==> src/design/dsp_pkg.sv <==
// Shared types, constants and helper functions of the dual servo PWM controller.
package dsp_pkg;

  // Number of servo channels fitted (one or two) and width of the frame counter.
  localparam int SERVO_COUNT = 2;
  localparam int CNT_W       = 16;

  // Width wide enough to compare the counter, its successor and a 16-bit count.
  localparam int WIDE_W = (CNT_W + 1 > 17) ? CNT_W + 1 : 17;

  // Pin bits of the servos that are fitted.
  localparam logic [1:0] PRESENT_MASK = (SERVO_COUNT >= 2) ? 2'b11 : 2'b01;

  // Angle limits and reset values.
  localparam logic [7:0]  ANGLE_FULL   = 8'd180;
  localparam logic [7:0]  ANGLE_HOME   = 8'd90;
  localparam logic [15:0] ZERO_RESET   = 16'd2000;
  localparam logic [15:0] STEP_RESET   = 16'd2844;
  localparam logic [15:0] PERIOD_RESET = 16'd40000;

  // Compare count for the home angle under the reset register values.
  localparam logic [15:0] COMPARE_RESET = 16'(2000 + (90 * 2844) / 256);

  // Request kinds.
  typedef enum logic [1:0] {
    REQ_SET  = 2'd0,
    REQ_MOVE = 2'd1,
    REQ_FLIP = 2'd2,
    REQ_TICK = 2'd3
  } req_t;

  // Configuration register indexes.
  typedef enum logic [2:0] {
    CFG_MIN_A  = 3'd0,
    CFG_MAX_A  = 3'd1,
    CFG_MIN_B  = 3'd2,
    CFG_MAX_B  = 3'd3,
    CFG_ZERO   = 3'd4,
    CFG_STEP   = 3'd5,
    CFG_PERIOD = 3'd6
  } cfg_idx_t;

  // Outcome of one angle request for the addressed servo.
  typedef struct packed {
    logic        wr;
    logic [7:0]  angle;
    logic [15:0] compare;
  } calc_res_t;

  // A lower limit beyond full travel falls back to zero.
  function automatic logic [7:0] clamp_min(input logic [7:0] a);
    clamp_min = (a > ANGLE_FULL) ? 8'd0 : a;
  endfunction

  // An upper limit beyond full travel falls back to full travel.
  function automatic logic [7:0] clamp_max(input logic [7:0] a);
    clamp_max = (a > ANGLE_FULL) ? ANGLE_FULL : a;
  endfunction

endpackage

==> src/design/dsp_servo_calc.sv <==
// Angle update and pulse compare computation for one servo request.
module dsp_servo_calc
  import dsp_pkg::*;
(
  input  req_t        req,
  input  logic [7:0]  cur_angle,
  input  logic [7:0]  step_angle,
  input  logic        turn_dir,
  input  logic [7:0]  min_angle,
  input  logic [7:0]  max_angle,
  input  logic [15:0] zero_pulse_counts,
  input  logic [15:0] degree_step_q8,
  output calc_res_t   res
);

  logic [8:0]  sum_ccw;
  logic [7:0]  diff_cw;
  logic [8:0]  centre;
  logic [23:0] product;
  logic [16:0] pulse_sum;

  // Choose the new angle and whether it is taken.
  always_comb begin
    sum_ccw   = {1'b0, cur_angle} + {1'b0, step_angle};
    diff_cw   = cur_angle - step_angle;
    centre    = ({1'b0, min_angle} + {1'b0, max_angle}) >> 1;
    res.wr    = 1'b0;
    res.angle = cur_angle;
    case (req)
      REQ_SET: begin
        res.wr    = 1'b1;
        res.angle = step_angle;
      end
      REQ_MOVE: begin
        if (!turn_dir) begin
          // Clockwise: no underflow and must stay above the lower limit.
          if (step_angle <= cur_angle && diff_cw > min_angle) begin
            res.wr    = 1'b1;
            res.angle = diff_cw;
          end
        end else begin
          // Counterclockwise: no carry out and must stay below the upper limit.
          if (!sum_ccw[8] && sum_ccw < {1'b0, max_angle}) begin
            res.wr    = 1'b1;
            res.angle = sum_ccw[7:0];
          end
        end
      end
      REQ_FLIP: begin
        res.wr    = 1'b1;
        res.angle = ({1'b0, cur_angle} < centre) ? min_angle : max_angle;
      end
      default: begin
        res.wr    = 1'b0;
        res.angle = cur_angle;
      end
    endcase

    // Pulse width for the new angle, saturated to 16 bits.
    product     = {16'd0, res.angle} * {8'd0, degree_step_q8};
    pulse_sum   = {1'b0, zero_pulse_counts} + {1'b0, product[23:8]};
    res.compare = pulse_sum[16] ? 16'hFFFF : pulse_sum[15:0];
  end

endmodule

==> src/design/dual_servo_pwm_controller.sv <==
// Top level of the dual servo PWM controller: request handling, frame timer, pins.
//
//  channel   direction  accepted when                    carries
//  s_axis    in         s_axis_tvalid & s_axis_tready    request or timer tick
//  m_axis    out        m_axis_tvalid & m_axis_tready    pins, angle, compare, moved
//  cfg       in         cfg_we                           limit, pulse or period register
//
// An item is taken into an input register, worked on in one pass through the
// angle logic and its single 8x16 multiplier, and is registered in the result
// register, so one item per cycle is sustained while the output is not stalled.
// An empty input register always takes an item; a full one takes a new item only
// when the result register is empty or its result is taken in the same cycle.
// Reset puts both servos at 90 degrees, the frame counter at zero and both pins
// high. A stalled output holds its item and the input register behind it.
module dual_servo_pwm_controller
  import dsp_pkg::*;
(
  input  logic        clk,
  input  logic        rst,
  input  logic        s_axis_tvalid,
  output logic        s_axis_tready,
  input  logic [15:0] s_axis_tdata,   // angle_value[7:0], turn_dir[8], zero fill
  input  logic [2:0]  s_axis_tuser,   // req_type[1:0], servo_sel[2]
  output logic        m_axis_tvalid,
  input  logic        m_axis_tready,
  output logic [31:0] m_axis_tdata,   // pin_levels[1:0], selected_angle[9:2],
                                      // compare_count[25:10], moved[26], zero fill
  input  logic        cfg_we,
  input  logic [2:0]  cfg_addr,
  input  logic [15:0] cfg_wdata
);

  // Configuration registers.
  logic [7:0]  min_angle [2];
  logic [7:0]  max_angle [2];
  logic [15:0] zero_pulse_counts;
  logic [15:0] degree_step_q8;
  logic [15:0] period_counts;

  // Servo and timer state.
  logic [1:0][7:0]  angle_now;
  logic [1:0][15:0] pulse_compare;
  logic [CNT_W-1:0] frame_counter;
  logic [1:0]       pin_state;

  // Input register.
  logic       in_vld;
  req_t       in_req;
  logic       in_sel;
  logic [7:0] in_val;
  logic       in_dir;

  // Result register.
  logic        out_vld;
  logic [1:0]  out_pins;
  logic [7:0]  out_angle;
  logic [15:0] out_compare;
  logic        out_moved;

  logic        out_free;
  logic        proc;
  logic        present;
  logic        is_tick;
  logic        do_write;
  calc_res_t   calc;

  logic [CNT_W:0]   count_inc;
  logic [15:0]      period_eff;
  logic             wrap;
  logic [CNT_W-1:0] frame_counter_next;
  logic [1:0]       pin_state_next;

  // Handshake: the input register moves on whenever the result register is free.
  assign out_free      = !out_vld || m_axis_tready;
  assign proc          = in_vld && out_free;
  assign s_axis_tready = !in_vld || out_free;
  assign m_axis_tvalid = out_vld;
  assign m_axis_tdata  = {5'd0, out_moved, out_compare, out_angle, out_pins};

  assign present  = (int'(in_sel) < SERVO_COUNT);
  assign is_tick  = (in_req == REQ_TICK);
  assign do_write = !is_tick && present && calc.wr;

  // Angle logic for the addressed servo.
  dsp_servo_calc u_calc (
    .req               (in_req),
    .cur_angle         (angle_now[in_sel]),
    .step_angle        (in_val),
    .turn_dir          (in_dir),
    .min_angle         (min_angle[in_sel]),
    .max_angle         (max_angle[in_sel]),
    .zero_pulse_counts (zero_pulse_counts),
    .degree_step_q8    (degree_step_q8),
    .res               (calc)
  );

  // Frame timer step: wrap raises the pins, a matching compare lowers one.
  always_comb begin
    count_inc  = {1'b0, frame_counter} + {{CNT_W{1'b0}}, 1'b1};
    period_eff = (period_counts == 16'd0) ? 16'd1 : period_counts;
    wrap       = count_inc[CNT_W] ||
                 (WIDE_W'(count_inc) >= WIDE_W'(period_eff));
    frame_counter_next = wrap ? '0 : count_inc[CNT_W-1:0];
    pin_state_next     = wrap ? PRESENT_MASK : pin_state;
    for (int s = 0; s < 2; s++) begin
      if (s < SERVO_COUNT &&
          WIDE_W'(pulse_compare[s]) == WIDE_W'(frame_counter_next)) begin
        pin_state_next[s] = 1'b0;
      end
    end
    pin_state_next = pin_state_next & PRESENT_MASK;
  end

  // Configuration writes.
  always_ff @(posedge clk) begin
    if (rst) begin
      min_angle[0]      <= 8'd0;
      min_angle[1]      <= 8'd0;
      max_angle[0]      <= ANGLE_FULL;
      max_angle[1]      <= ANGLE_FULL;
      zero_pulse_counts <= ZERO_RESET;
      degree_step_q8    <= STEP_RESET;
      period_counts     <= PERIOD_RESET;
    end else if (cfg_we) begin
      case (cfg_idx_t'(cfg_addr))
        CFG_MIN_A:  min_angle[0]      <= clamp_min(cfg_wdata[7:0]);
        CFG_MAX_A:  max_angle[0]      <= clamp_max(cfg_wdata[7:0]);
        CFG_MIN_B:  min_angle[1]      <= clamp_min(cfg_wdata[7:0]);
        CFG_MAX_B:  max_angle[1]      <= clamp_max(cfg_wdata[7:0]);
        CFG_ZERO:   zero_pulse_counts <= cfg_wdata;
        CFG_STEP:   degree_step_q8    <= cfg_wdata;
        CFG_PERIOD: period_counts     <= cfg_wdata;
        default: begin
        end
      endcase
    end
  end

  // Input register.
  always_ff @(posedge clk) begin
    if (rst) begin
      in_vld <= 1'b0;
    end else if (s_axis_tvalid && s_axis_tready) begin
      in_vld <= 1'b1;
    end else if (proc) begin
      in_vld <= 1'b0;
    end
  end

  always_ff @(posedge clk) begin
    if (s_axis_tvalid && s_axis_tready) begin
      in_req <= req_t'(s_axis_tuser[1:0]);
      in_sel <= s_axis_tuser[2];
      in_val <= s_axis_tdata[7:0];
      in_dir <= s_axis_tdata[8];
    end
  end

  // Servo and timer state update.
  always_ff @(posedge clk) begin
    if (rst) begin
      angle_now[0]     <= ANGLE_HOME;
      angle_now[1]     <= ANGLE_HOME;
      pulse_compare[0] <= COMPARE_RESET;
      pulse_compare[1] <= COMPARE_RESET;
      frame_counter    <= '0;
      pin_state        <= PRESENT_MASK;
    end else if (proc) begin
      if (is_tick) begin
        frame_counter <= frame_counter_next;
        pin_state     <= pin_state_next;
      end else if (do_write) begin
        angle_now[in_sel]     <= calc.angle;
        pulse_compare[in_sel] <= calc.compare;
      end
    end
  end

  // Result register.
  always_ff @(posedge clk) begin
    if (rst) begin
      out_vld <= 1'b0;
    end else if (proc) begin
      out_vld <= 1'b1;
    end else if (m_axis_tready) begin
      out_vld <= 1'b0;
    end
  end

  always_ff @(posedge clk) begin
    if (proc) begin
      out_pins    <= is_tick ? pin_state_next : pin_state;
      out_angle   <= !present ? 8'd0 : (do_write ? calc.angle : angle_now[in_sel]);
      out_compare <= !present ? 16'd0 :
                     (do_write ? calc.compare : pulse_compare[in_sel]);
      out_moved   <= do_write;
    end
  end

  // Reset leaves the timer at the start of a frame with both pins high.
  a_reset_state : assert property (@(posedge clk)
    rst |=> (frame_counter == '0 && pin_state == PRESENT_MASK && !m_axis_tvalid))
    else $error("timer or output not cleared by reset");

  // Every item leaving the input register shows up as a result.
  a_item_delivered : assert property (@(posedge clk) disable iff (rst)
    proc |=> m_axis_tvalid)
    else $error("processed item did not reach the result register");

  // A timer tick never reports a move.
  a_tick_not_moved : assert property (@(posedge clk) disable iff (rst)
    (proc && is_tick) |=> !out_moved)
    else $error("tick reported as a move");

  // A rejected or ignored request leaves both angles untouched.
  a_reject_keeps_angles : assert property (@(posedge clk) disable iff (rst)
    (proc && !do_write) |=> $stable(angle_now) && $stable(pulse_compare))
    else $error("angle changed without a move");

endmodule
==> config.mk <==
export PLATFORM = sky130hd
export DESIGN_NAME = dual_servo_pwm_controller
export DESIGN_NICKNAME = d
export VERILOG_FILES = /design/src/design/dsp_pkg.sv /design/src/design/dsp_servo_calc.sv /design/src/design/dual_servo_pwm_controller.sv
export SDC_FILE = /design/constraint.sdc
export NUM_CORES = 1
export LEC_CHECK = 0
export ABC_AREA = 1
export BUFFER_PORTS_ARGS = -buffer_cell sky130_fd_sc_hd__buf_2
export CAP_MARGIN = 20
export CORE_UTILIZATION = 30
export CTS_CLUSTER_SIZE = 24
export DETAILED_ROUTE_END_ITERATION = 7
export GPL_TIMING_DRIVEN = 1
export PLACE_DENSITY_LB_ADDON = 0.3
export SLEW_MARGIN = 30
export SYNTH_ARGS = -nofsm -noshare
export SYNTH_HDL_FRONTEND = slang
export SYNTH_SLANG_ARGS = --single-unit
==> constraint.sdc <==
create_clock -name clk -period 11.9 [get_ports clk]
set_clock_uncertainty 0.05 [all_clocks]
set_input_delay 2.38 -clock clk [delete_from_list [all_inputs] [get_ports clk]]
set_output_delay 2.38 -clock clk [all_outputs]
set_load 0.1 [all_outputs]
Word-level counts from Yosys, hierarchy flattened
Memories as Yosys holds them, arrays and structs flattened. A register that Yosys moved wholly into a read port is not among the register bits. Cells that the tools add are included.

Bits in registers: 155. Latch bits: 0. Memory bits (writable): 32. Bits in read-only memories: 0. Input port bits: 43. Output and inout bits: 34. Memories: 2.

$add $sub $neg: 5. Multiply operators: 1. Div/mod/pow operators: 0. Order comparisons: 8. Equality and inequality tests: 11. Shifts and indexed selects: 0. Muxes and demuxes: 54. Bitwise logic cells: 5. Reductions and logical operators: 23.

Memories: max_angle (words 2, bits a word 8, rd ports 1, clocked after memory_dff 1, wr ports 2, RTL line dual_servo_pwm_controller.sv:35) `logic [7:0] max_angle [2];`; min_angle (words 2, bits a word 8, rd ports 1, clocked after memory_dff 1, wr ports 2, RTL line dual_servo_pwm_controller.sv:34) `logic [7:0] min_angle [2];`.

Operator list (number): 2-to-1 mux 16 bit (7); 2-to-1 mux 8 bit (11); bitwise mux 32 bit (1); equality test 16 bit (2); 2-to-1 mux 9 bit (3); case mux 9 bit (3 select lines) (1); 2-to-1 mux 1 bit (26); multiplier 8 x 16 -> 24 bit (1); adder 8 x 8 -> 9 bit (2); adder 16 x 1 -> 17 bit, second input constant (1); adder 16 x 16 -> 17 bit (1); >= comparator 17 x 16 -> 1 bit (1); bitwise mux 16 bit (1); demux 16 bit (select 1 bit) (1); logical NOT 16 bit (1); equality test 3 bit, second input constant (3); less-than comparator 9 x 8 -> 1 bit (1); demux 8 bit (select 1 bit) (1); greater-than comparator 8 bit (1); greater-than comparator 8 bit, second input constant (1); <= comparator 8 bit (1); less-than comparator 8 bit (1); AND reduction 2 bit (4); subtractor 8 bit (1); other kinds (16) (33).

Longest topological paths before layout
Depth in word-level cells: 12. Mapped depth: 60. Mapped depth without buffers: 60.

Modules after synthesis
A second synthesis with hierarchy kept.

Cell total of the unflattened synthesis: 1997. Area total of the unflattened synthesis: 15319.7 um^2.

By module, submodules not included: dual_servo_pwm_controller (instances 1, cells an instance 1019, area each 8600.7 um^2, seq. area each 4474.3 um^2); dsp_servo_calc (instances 1, cells an instance 978, area each 6718.9 um^2, seq. area each 0.0 um^2).

Worst setup path before layout
No wires, ideal clock.

Path type: flip-flop to flip-flop. Start: register with a tool-made name. End: register out_compare[6] (data pin). Arrival: 9.190 ns. Setup slack: 2.393 ns. Cell stages (with the launch flop): 52. Buffers on the path: 4. Clock period less this slack: 9.507 ns. Path through: dfxtp_1 inv_1 clkbuf_1 or2_2 o21ai_0 inv_1 ha_1 nand2_1 o21ai_0 a21oi_1 o21bai_1 nand2_1 nand2_1 a21oi_1 xor2_1 ha_1 inv_1 nor3_1 (+16 left out) ha_1 nand2_1 o21ai_0 a21oi_1 xnor2_1 fa_1 nand2_1 inv_1 o21a_1 nor2_1 o21ai_0 a21o_1 a21o_1 a41oi_1 clkbuf_1 nand2_1 nand2_1 o21ai_0.

RTL lines: end signal: assignment (RTL line dual_servo_pwm_controller.sv:194) `out_compare <= !present ? 16'd0 :`; end: declaration (RTL line dual_servo_pwm_controller.sv:57) `logic [15:0] out_compare;`.

==> impl_metrics.toml <==
[finish]
nNetsFinal = 2268
syn_to_final_growth_pct = 11.7
final_cell_area_sq_um = 16800
drive_above_1_share_pct = 8.92

[place]
numPortBuffers = 64
dpl_cell_area_sq_um = 16100
place.gp.congestion = 0.894
hpwl_mm = 35.1

[cts]
clkTransAtPathRegs_ns = 0.09
cts_buffers = 17
htree_levels = 4
cts_buffer_depth = 2
cts_tree = "done"
cts_sinks = 188
root_buffer = "clkbuf_16"
clock_latency_ns = 0.48

[floorplan]
rows = 81
io_pins = 77
die_area_sq_um = 51000
fp.dieH_microns = 226
die_x_microns = 226
initial_utilization_pct = 30.6
core_area_sq_um = 49200

[synth]
synth_ff_type = "dfxtp_1"
syn-mean-instance-area_sq_um = 7.66
synth_edf_count = 71
syn_inst = 1962
synth_top_area_share_pct = 15.6
synth_most_common_cell = "nand2_1"
ys_seq_area_share_pct = 29.8
yosys-top-cells-count = "nand2_1 (405), inv_1 (299), nor2_1 (171)"
yosysWarnings = 0
netlist_area_sq_um = 15000
synth.ff_latch_count = 188
synth_area_leaders = "dfxtp_1 (16%), edfxtp_1 (14%), fa_1 (12%)"
yosys.area.top_type = "dfxtp_1"
synth_cell_types = 53
async_flop_share_pct = 0

[pwr]
seq_power_share_pct = 16.4
p_leak_nw = 7.96
power.density_nw_per_um2 = 285
intPower_mw = 2.13
clockPowerShare_pct = 12.5
switching_power_mw = 2.65
p_comb_share_pct = 71.1
swShare_pct = 55.4
ir_drop_mv = 0.317

[routing]
drt-total-wl_mm = 44.2
num_vias = 13000
vias_per_cell = 4.83
drt_iter0_markers = 804
drc_errors = 0
dr.pass1.iters = 5
post_drt_wl_per_cell_microns = 16.4
drtAntennaViolNets = 0

[setup_path]
crit-reg2reg-capture = "out_compare[15]"
cp_slowest_cell = "fa_1"
reg2reg_slack_ns = 0.85
worstSetupStartpointType = "register"
reg2reg_depth = 53
critPathMaxFanout = 16
worstPathRequired_ns = 12.07
cp-end-kind = "register"
critPathMaxStageDelay_ns = 0.54
path_class = "register to register"
cp.arrival_ns = 11.22

[status]
outcome = "completed"

[hold_path]
min-delay-start = "pin_state[0]"
hp-class = "register to register"
hold_path_depth = 2
hold_end = "pin_state[0]"

[timing]
slew_viol_final = 0
max_slew_margin_pct = 46.7
setup-violations-final = 0
tightest_slew_ns = 0.791
rsz0062_at_grt = "false"
fmax_ghz = 0.0905
fin_crit_sh_pct = 92.9
period_needed_ns = 11.05
finalHoldViolations = 0
fin_setup_tns_ns = 0

[job]
cap_viol_max_count = 0

[global_routing]
overflow = 0
grt_pass1_wl_mm = 70.3
grt_pass1_vias = 12800
antenna_found_initial = 1
grt_use_total_pct = 18.1
grt_max_degree = 64
[cell families after synthesis]
group                      Yosys count  synth area share, %
adders and majority gates          208                 21.7
and+or+nand+nor                    733                 20.8
other                                1               0.0250
buffers and inverters              373                 9.74
muxes                                1               0.0666
xor gates and xnor gates            59                 3.44
AOI/OAI and AO/OA                  399                 14.5
DFF                                188                 29.8
[placed cells by master, fill, tap and decap left out, drive strengths merged, types with 4 or more instances in the layout]
cell type  count
inv          312
fa            87
a31oi         11
clkinv         9
a211oi         5
nand3         71
edfxtp        71
o22ai          7
a21o           4
or2           17
nor2         173
buf           98
o21ai        167
conb           5
nand4         28
nor3          29
o21bai         5
dfxtp        117
o211ai        21
xor2          41
xnor2         18
clkbuf        17
a21oi        160
nor4           4
nand2        408
ha           121
[layer usage]
| layer | global-route usage, % | part of all wire, % | vias up |
|---|---|---|---|
| met5 | 0 | 0 | - |
| met4 | 5.27 | 1.7 | 0 |
| met3 | 2.77 | 4.0 | 41 |
| met2 | 29.9 | 46 | 259 |
| met1 | 24.3 | 48 | 6226 |
| li1 | - | - | 6502 |
[registers in the layout, indices dropped and copies added, names as in the netlist, 8 cells and up, named ones only]
signal / flops
out_angle: 8
period_counts: 16
out_compare: 16
frame_counter: 16
in_val: 8
min_angle: 16
angle_now: 16
zero_pulse_counts: 16
degree_step_q8: 16
pulse_compare: 32
max_angle: 16
[per-stage QoR]
stage                     hold slack [ns]  total power [mW]  utilization, %  cells  setup slack (ns)
after floorplan                     0.391              3.23               -   1966              2.39
after global placement              0.401              4.14            32.8   2660             0.736
after detailed placement            0.409              4.16            32.8   2660             0.607
after CTS                           0.432              4.78            34.1   2692             0.543
after global routing                0.450              5.25            34.1   2694            0.0249
final                               0.426              4.78            34.1   2695             0.850
[worst max path at each step]
stage,endpoint,cells past startpoint
2_1_floorplan,out_compare[6],51
3_3_place_gp,out_compare[15],53
3_5_place_dp,out_compare[15],53
4_1_cts,out_compare[15],53
5_1_grt,out_compare[15],55
6_report,out_compare[15],53
[worst max-delay path: cells and delay by family, from the launching register on]
kind / cells / cell delay, ns
simple gates: 16 / 1.92
xor+xnor: 2 / 0.33
buf+inv: 10 / 1.22
flops: 1 / 0.35
fa+ha+maj: 8 / 3.43
mux: 1 / 0.13
compound gates: 16 / 3.34
[power by group through the flow]
stage | registers (mW) | clock network, mW | logic (mW)
detailed placement | 0.797 | 0 | 3.37
floorplan | 0.958 | 0 | 2.27
global route | 0.788 | 0.644 | 3.81
finish | 0.781 | 0.597 | 3.40
CTS | 0.783 | 0.620 | 3.38
global placement | 0.796 | 0 | 3.34
[final cells by class]
class,instances,area [sq um]
Multi-Input combinational cell,1405,9140
Clock inverter,15,183
Sequential cell,188,4470
Fill cell,5218,32400
Tap cell,664,831
Timing Repair Buffer,98,576
Clock buffer,17,425
Inverter,307,1150
Antenna cell,1,2.50
[what timing repair did]
action,in CTS,in global routing
setup buffers,0,2
hold buffers,0,0
resized for setup,0,5
endpoints found under the setup margin,0,30
No activity file was read; power rests on OpenSTA's default activity.
